$ cat config.mk
export PLATFORM = sky130hd
export DESIGN_NAME = hsv_to_rgb_duty
export DESIGN_NICKNAME = d
export VERILOG_FILES = /design/src/rtl/h2r_pkg.sv /design/src/rtl/h2r_cfg.sv /design/src/rtl/hsv_to_rgb_duty.sv
export SDC_FILE = /design/constraint.sdc
export NUM_CORES = 2
export LEC_CHECK = 0
export ABC_AREA = 1
export BUFFER_PORTS_ARGS = -buffer_cell sky130_fd_sc_hd__buf_2
export CAP_MARGIN = 20
export CORE_MARGIN = 4
export CORE_UTILIZATION = 55
export DETAILED_ROUTE_END_ITERATION = 8
export HOLD_SLACK_MARGIN = 0.15
export PLACE_DENSITY = 0.71
export SYNTH_ARGS = -nofsm -noshare
export SYNTH_HDL_FRONTEND = slang
export SYNTH_HIERARCHICAL = 1
export SYNTH_SLANG_ARGS = --single-unit
$ cat constraint.sdc
create_clock -name clk_i -period 7.55 [get_ports clk_i]
set_input_delay 0 -clock clk_i [delete_from_list [all_inputs] [get_ports clk_i]]
set_output_delay 0 -clock clk_i [all_outputs]
set_load 0.05 [all_outputs]
$ cat src/rtl/h2r_pkg.sv
package h2r_pkg;

  // Output duty width and full-scale code
  localparam int DutyBits = 13;
  localparam int MaxDuty  = (1 << DutyBits) - 1;

  localparam int HueW = 16;
  localparam int CfgW = 13;

  // Q1.12 unity and register reset values
  localparam int OneQ12 = 4096;
  localparam int SatRst = 4096;
  localparam int BriRst = 3277;

  // Hue reduction: hue + 32768 + HueBias is a positive multiple-of-turn offset
  localparam int HueBias    = 1792;
  localparam int SectorSpan = 960;   // 60 degrees in 1/16 degree units
  localparam int SpanUnits  = 15;    // SectorSpan / 64
  localparam int Sectors    = 6;
  localparam int Div15Mul   = 2185;  // floor(u / 15) = (u * 2185) >> 15, u < 2048
  localparam int Div15Shift = 15;
  localparam int Div6Mul    = 171;   // floor(q / 6) = (q * 171) >> 10, q < 128
  localparam int Div6Shift  = 10;

  localparam int C24W  = 25;
  localparam int TermW = 34;

  // Duty scaling: term * MaxDuty / (2^30 * 15)
  localparam int ScaleShift = 30;
  localparam int ScaleProdW = TermW + DutyBits;
  localparam int WideW      = DutyBits + 4;
  localparam int RecipShift = DutyBits + 8;
  localparam int RecipW     = DutyBits + 5;
  localparam int RecipMul   = ((1 << RecipShift) + SpanUnits - 1) / SpanUnits;
  localparam int RecipProdW = WideW + RecipW;

  // Derived register reset values
  localparam longint C24Rst   = longint'(SatRst) * longint'(BriRst);
  localparam longint CtermRst = C24Rst * longint'(SectorSpan);

  typedef logic signed [HueW-1:0] hue_t;
  typedef logic [CfgW-1:0]        cfg_t;
  typedef logic [DutyBits-1:0]    duty_t;
  typedef logic [C24W-1:0]        c24_t;
  typedef logic [TermW-1:0]       term_t;

  typedef enum logic [0:0] {
    CfgSaturation = 1'b0,
    CfgBrightness = 1'b1
  } cfg_idx_e;

  typedef enum logic [2:0] {
    SecRed     = 3'd0,
    SecYellow  = 3'd1,
    SecGreen   = 3'd2,
    SecCyan    = 3'd3,
    SecBlue    = 3'd4,
    SecMagenta = 3'd5
  } sector_e;

  typedef struct packed {
    c24_t  c24;
    term_t cterm;
    term_t mterm;
  } cfg_terms_t;

endpackage

$ cat src/rtl/h2r_cfg.sv
module h2r_cfg (
  input  logic                clk_i,
  input  logic                rst_ni,
  input  logic                cfg_we_i,
  input  h2r_pkg::cfg_idx_e   cfg_idx_i,
  input  h2r_pkg::cfg_t       cfg_wdata_i,
  output h2r_pkg::cfg_terms_t terms_o
);
  import h2r_pkg::*;

  cfg_t  sat_q, bri_q;
  cfg_t  sat_c, bri_c;
  c24_t  c24_q, m24_q;
  term_t cterm_q, mterm_q;

  always_ff @(posedge clk_i or negedge rst_ni) begin
    if (!rst_ni) begin
      sat_q <= cfg_t'(SatRst);
      bri_q <= cfg_t'(BriRst);
    end else if (cfg_we_i) begin
      case (cfg_idx_i)
        CfgSaturation: sat_q <= cfg_wdata_i;
        CfgBrightness: bri_q <= cfg_wdata_i;
        default: ;
      endcase
    end
  end

  // Clamp above unity
  assign sat_c = (sat_q > cfg_t'(OneQ12)) ? cfg_t'(OneQ12) : sat_q;
  assign bri_c = (bri_q > cfg_t'(OneQ12)) ? cfg_t'(OneQ12) : bri_q;

  // Chroma and offset in Q1.24, then scaled by the sector span
  always_ff @(posedge clk_i or negedge rst_ni) begin
    if (!rst_ni) begin
      c24_q   <= c24_t'(C24Rst);
      m24_q   <= '0;
      cterm_q <= term_t'(CtermRst);
      mterm_q <= '0;
    end else begin
      c24_q   <= c24_t'(C24W'(bri_c) * C24W'(sat_c));
      m24_q   <= c24_t'(C24W'(bri_c) * C24W'(cfg_t'(OneQ12) - sat_c));
      cterm_q <= term_t'(TermW'(c24_q) * TermW'(SectorSpan));
      mterm_q <= term_t'(TermW'(m24_q) * TermW'(SectorSpan));
    end
  end

  assign terms_o = '{c24: c24_q, cterm: cterm_q, mterm: mterm_q};

endmodule

$ cat src/rtl/hsv_to_rgb_duty.sv
// HSV to RGB duty converter for LED PWM.
// Input channel: hue_i (signed, 1/16 degree, any turn) with in_valid_i/in_ready_o.
// Output channel: red/green/blue_duty_o with out_valid_o/out_ready_i; one beat out
// for every beat in, in order.
// Saturation (index 0) and brightness (index 1) are Q1.12 registers written through
// cfg_we_i/cfg_idx_i/cfg_wdata_i; values above 4096 act as 4096. Write them only
// while the pipeline is empty.
// Throughput: one beat per cycle while out_ready_i is high; every stage is a
// register with its own valid bit.
// Stages: hue bias and divide by 15, sector and remainder, secondary product,
// channel select plus offset, multiply by full scale, divide by 15.
// Reset clears all valid bits and loads the register defaults (saturation 1.0,
// brightness 0.8); the block accepts beats on the first edge after reset.
// When the receiver stalls, a stage holds only while the stage after it is full,
// so bubbles close up and input is still taken until every stage is occupied.
module hsv_to_rgb_duty (
  input  logic              clk_i,
  input  logic              rst_ni,
  input  logic              cfg_we_i,
  input  h2r_pkg::cfg_idx_e cfg_idx_i,
  input  h2r_pkg::cfg_t     cfg_wdata_i,
  input  logic              in_valid_i,
  output logic              in_ready_o,
  input  h2r_pkg::hue_t     hue_i,
  output logic              out_valid_o,
  input  logic              out_ready_i,
  output h2r_pkg::duty_t    red_duty_o,
  output h2r_pkg::duty_t    green_duty_o,
  output h2r_pkg::duty_t    blue_duty_o
);
  import h2r_pkg::*;

  localparam int NumStages = 6;
  localparam int NumChan   = 3;

  cfg_terms_t terms;

  h2r_cfg u_cfg (
    .clk_i       (clk_i),
    .rst_ni      (rst_ni),
    .cfg_we_i    (cfg_we_i),
    .cfg_idx_i   (cfg_idx_i),
    .cfg_wdata_i (cfg_wdata_i),
    .terms_o     (terms)
  );

  // Valid bits and per-stage ready
  logic [NumStages:0]   vld;
  logic [NumStages:1]   vld_q, vld_d;
  logic [NumStages+1:1] rdy;
  logic [NumStages:1]   load;

  assign vld[0]                 = in_valid_i;
  assign vld[NumStages:1]       = vld_q;

  // Walk from the output back so each stage sees the ready of the one after it
  always_comb begin
    rdy[NumStages+1] = out_ready_i;
    for (int k = NumStages; k >= 1; k--) begin
      rdy[k]   = !vld_q[k] || rdy[k+1];
      load[k]  = rdy[k] && vld[k-1];
      vld_d[k] = rdy[k] ? vld[k-1] : vld_q[k];
    end
  end

  always_ff @(posedge clk_i or negedge rst_ni) begin
    if (!rst_ni) begin
      vld_q <= '0;
    end else begin
      vld_q <= vld_d;
    end
  end

  assign in_ready_o  = rdy[1];
  assign out_valid_o = vld_q[NumStages];

  // Stage 1: bias hue positive, split off low six bits, divide the rest by 15
  logic [16:0] biased;
  logic [21:0] div15_prod;
  logic [6:0]  quo_q;
  logic [10:0] unit_q;
  logic [5:0]  lo_q;

  assign biased     = 17'({~hue_i[HueW-1], hue_i[HueW-2:0]}) + 17'(HueBias);
  assign div15_prod = 22'(biased[16:6]) * 22'(Div15Mul);

  always_ff @(posedge clk_i) begin
    if (load[1]) begin
      quo_q  <= div15_prod[Div15Shift +: 7];
      unit_q <= biased[16:6];
      lo_q   <= biased[5:0];
    end
  end

  // Stage 2: sector = quotient mod 6, remainder within the sector
  logic [10:0] r15_full;
  logic [13:0] div6_prod;
  logic [3:0]  div6_quo;
  logic [6:0]  sec_full;
  logic [2:0]  sector_q;
  logic [9:0]  rem_q;

  assign r15_full  = unit_q - 11'(quo_q) * 11'(SpanUnits);
  assign div6_prod = 14'(quo_q) * 14'(Div6Mul);
  assign div6_quo  = div6_prod[Div6Shift +: 4];
  assign sec_full  = quo_q - 7'(div6_quo) * 7'(Sectors);

  always_ff @(posedge clk_i) begin
    if (load[2]) begin
      sector_q <= sec_full[2:0];
      rem_q    <= {r15_full[3:0], lo_q};
    end
  end

  // Stage 3: secondary term, rising in even sectors and falling in odd ones
  logic [9:0]      kx;
  logic [C24W+9:0] xprod;
  term_t           xterm_q;
  logic [2:0]      sec3_q;

  assign kx    = sector_q[0] ? (10'(SectorSpan) - rem_q) : rem_q;
  assign xprod = (C24W+10)'(terms.c24) * (C24W+10)'(kx);

  always_ff @(posedge clk_i) begin
    if (load[3]) begin
      xterm_q <= xprod[TermW-1:0];
      sec3_q  <= sector_q;
    end
  end

  // Stage 4: route chroma / secondary / zero to each channel, add offset
  term_t [NumChan-1:0] pick;
  term_t [NumChan-1:0] sum_q;

  always_comb begin
    case (sector_e'(sec3_q))
      SecRed:     pick = {term_t'(0), xterm_q, terms.cterm};
      SecYellow:  pick = {term_t'(0), terms.cterm, xterm_q};
      SecGreen:   pick = {xterm_q, terms.cterm, term_t'(0)};
      SecCyan:    pick = {terms.cterm, xterm_q, term_t'(0)};
      SecBlue:    pick = {terms.cterm, term_t'(0), xterm_q};
      default:    pick = {xterm_q, term_t'(0), terms.cterm};
    endcase
  end

  always_ff @(posedge clk_i) begin
    if (load[4]) begin
      for (int ch = 0; ch < NumChan; ch++) begin
        sum_q[ch] <= pick[ch] + terms.mterm;
      end
    end
  end

  // Stage 5: multiply by full scale, drop 2^30 of the denominator
  logic [NumChan-1:0][ScaleProdW-1:0] scaled;
  logic [NumChan-1:0][WideW-1:0]      wide_q;

  always_comb begin
    for (int ch = 0; ch < NumChan; ch++) begin
      scaled[ch] = ScaleProdW'(sum_q[ch]) * ScaleProdW'(MaxDuty);
    end
  end

  always_ff @(posedge clk_i) begin
    if (load[5]) begin
      for (int ch = 0; ch < NumChan; ch++) begin
        wide_q[ch] <= scaled[ch][ScaleShift +: WideW];
      end
    end
  end

  // Stage 6: divide by 15 through a reciprocal, exact over the whole range
  logic [NumChan-1:0][RecipProdW-1:0] recip;
  duty_t [NumChan-1:0]                duty_q;

  always_comb begin
    for (int ch = 0; ch < NumChan; ch++) begin
      recip[ch] = RecipProdW'(wide_q[ch]) * RecipProdW'(RecipMul);
    end
  end

  always_ff @(posedge clk_i) begin
    if (load[6]) begin
      for (int ch = 0; ch < NumChan; ch++) begin
        duty_q[ch] <= recip[ch][RecipShift +: DutyBits];
      end
    end
  end

  assign red_duty_o   = duty_q[0];
  assign green_duty_o = duty_q[1];
  assign blue_duty_o  = duty_q[2];

endmodule

==> run summary <==
Synth cell types: 58
DP Area: 88,700 sq um
vias in the first global route: 70.2k
Placed Instances: 12.5k
Starting DRT DRC Count: 4,766
setup TNS: 0 ns
post-CTS sizing: 0
Root Driver: clkbuf_16
final hold vios: 0
core area: 155,000 sq um
maxcap violations: 0
post-DP HPWL: 197,000 um
post-route ant nets: 0
layout cells sized above 1: 0.0287
Worst Path Required: 8.12 ns
Final #Nets: 13.0k
Die Wd: 403 um
Yosys top cell by area: fa_1
Initial Util: 0.555
die area: 163,000 sq um
outcome: completed
slowest cell on the critical path: dfstp_2
minimum clock period: 6.94 ns
type of the worst setup path: reg -> reg
Seq/Total Area, Yosys: 0.130
final worst setup slack: 0.606 ns
Hold Startpoint: hue_i[6]
ys async rst share: 0.344
GPL Wtd Cong: 0.972
Critical Path Source Type: register
Pins Over Slew Limit: 0
FF-to-FF setup slack: 0.61 ns
routed vias: 68.0k
htree depth: 2
initial antenna violation count: 0
Slew headroom: 0.272
WL/cell: 17.9 um
Worst-path clk slew: 0.06 ns
RSZ-0062 raised after global routing: false
first drt pass iteration count: 7
Cell Rows: 144
synth-to-layout area growth: 6.03%
fillers: 14.1k
hold depth: 2
fin crit share: 0.920
CP max stage delay: 0.70 ns
num ports: 76
Hold WC Path Type: in -> reg
post-synthesis register bit count: 395
Critical Path Most Common Cell: nand2_1
count leader, synth: inv_1
remaining global-route overflow: 0
Setup Viol. Count Final: 0
ANT cells: 0
Non-Filler Instances: 12.6k
synthesized instance count: 10.4k
CTS buffer count: 50
Place WS: 0.612 ns
Post-Syn Area: 85,900 sq um
design area: 91,000 sq um
CP max FO: 10
Die Y: 403 um
DRC Markers: 0
reg2reg end: u_cfg/m24_q[20]
Top FF cell, synth: edfxtp_1
top-area cell type share of the netlist area: 0.331
depth of the worst register-to-register path: 29
DRT Wirelength: 226,000 um
RR Startpoint: u_cfg/sat_q[12]
via/cell ratio: 5.39
Post-synth EDFFs: 259
Achievable Freq: 144 MHz
hold endpoint: unit_q[0]
Max Buffers Root-to-Sink: 3
warnings from Yosys: 6
TritonCTS clock tree: built
Global Route Usage Sum: 0.282
Synth area leaders: fa_1 (33%), ha_1 (15%), inv_1 (10%)
Setup Skew: 0.0524 ns
largest net degree at the start of global routing: 66
actual slew at the worst max-slew pin: 1.09 ns
first-pass GRT wire length: 370,000 um
crit end category: register
# clock sinks: 395
Synth top cells by count: inv_1 (2,326), nand2_1 (2,069), fa_1 (1,418)
Skew-Pair Late Insertion Delay: 0.69 ns
Port Buffers: 75
Syn Area/Cell: 8.26 sq um
Critical Path AT: 7.51 ns
how the worst max path moves through the flow:
stage	from	endpoint	slack, ns	cells after the start
2_1_floorplan	u_cfg/sat_q[12]	u_cfg/m24_q[18]	1.14	27
3_3_place_gp	u_cfg/sat_q[3]	u_cfg/m24_q[18]	0.71	31
3_5_place_dp	u_cfg/sat_q[12]	u_cfg/m24_q[20]	0.61	29
4_1_cts	u_cfg/sat_q[12]	u_cfg/m24_q[20]	0.60	29
5_1_grt	u_cfg/sat_q[4]	u_cfg/m24_q[20]	0.008	31
6_report	u_cfg/sat_q[12]	u_cfg/m24_q[20]	0.61	29
final cells by class:
cell class	instances	area, sq um	share of cell area
multi-input combinational	7560	65400	0.718
sequential	395	11200	0.123
inverter	2349	8830	0.0970
tap	2044	2560	0.0281
timing repair buffer	186	1380	0.0152
clock buffer	56	1280	0.0141
clock inverter	38	389	0.00427
worst max-delay path, delay by kind of cell (launching register included):
kind            cells  cell delay [ns]
simple gates       12             1.29
xor+xnor            1             0.14
fa+ha+maj           8             3.68
buf+inv             5             0.43
flops               1             0.70
compound gates      3             0.57
state kept, by name, summed over array words and instances (netlist names):
signal,count
u_cfg/sat_q,13
wide_q,51
blue_duty_o,13
sum_q,102
vld_q,6
u_cfg/c24_q,24
quo_q,7
sector_q,3
u_cfg/cterm_q,27
lo_q,6
u_cfg/bri_q,13
u_cfg/m24_q,25
rem_q,10
unit_q,4
u_cfg/mterm_q,28
red_duty_o,13
xterm_q,34
green_duty_o,13
sec3_q,3
cell usage in the layout, fill, tap and decap left out, types with 10 or more instances in the layout:
cell           count
a21boi_0          23
a21o_1            65
a21oi_1          513
a31oi_1           31
and2_1            14
buf_2             74
buf_4             51
clkbuf_16         50
clkinv_1          10
clkinv_2          10
conb_1            24
dfrtp_1          117
dfstp_2           19
dlygate4sd3_1     59
edfxtp_1         259
fa_1            1418
ha_1            1052
inv_1           2324
inv_2             20
nand2_1         2069
nand2_2           10
nand3_1          349
nand3b_1          27
nand4_1          116
nor2_1           911
nor2_4            14
nor3_1            89
nor4_1            25
o21a_1            17
o21ai_0          339
o21ai_1           14
o21bai_1         103
o32ai_1           32
xnor2_1           54
xor2_1           186
per-layer routing:
layer | track usage | wire [um] | up-vias
li1 | - | - | 32500
met1 | 0.389 | 100000 | 33300
met2 | 0.477 | 107000 | 1859
met3 | 0.0313 | 11800 | 324
met4 | 0.0753 | 6580 | 0
met5 | 0 | 0 | -
per-stage QoR:
| step | hold slack, ns | utilization |
|---|---|---|
| after floorplan | -0.296 | - |
| after global routing | 0.159 | 0.589 |
| after detailed placement | 0.0998 | 0.574 |
| after CTS | 0.158 | 0.589 |
| after global placement | 0.0974 | 0.574 |
| final | 0.198 | 0.589 |
timing repair:
action | in CTS | in global routing
hold buffers | 60 | 0
setup buffers | 0 | 0
endpoints found under the hold margin | 136 | 0
cells by family after synthesis:
| logic type | synth area share |
|---|---|
| adders and majority gates | 0.484 |
| DFF | 0.130 |
| xor gates and xnor gates | 0.0247 |
| other | 0.0000875 |
| buffers and inverters | 0.109 |
| AOI/OAI and AO/OA | 0.0761 |
| and+or+nand+nor | 0.176 |
Power is left out: the tool's default activity adds up to more than one toggle a clock period on the data nets, which glitch-free logic cannot reach.
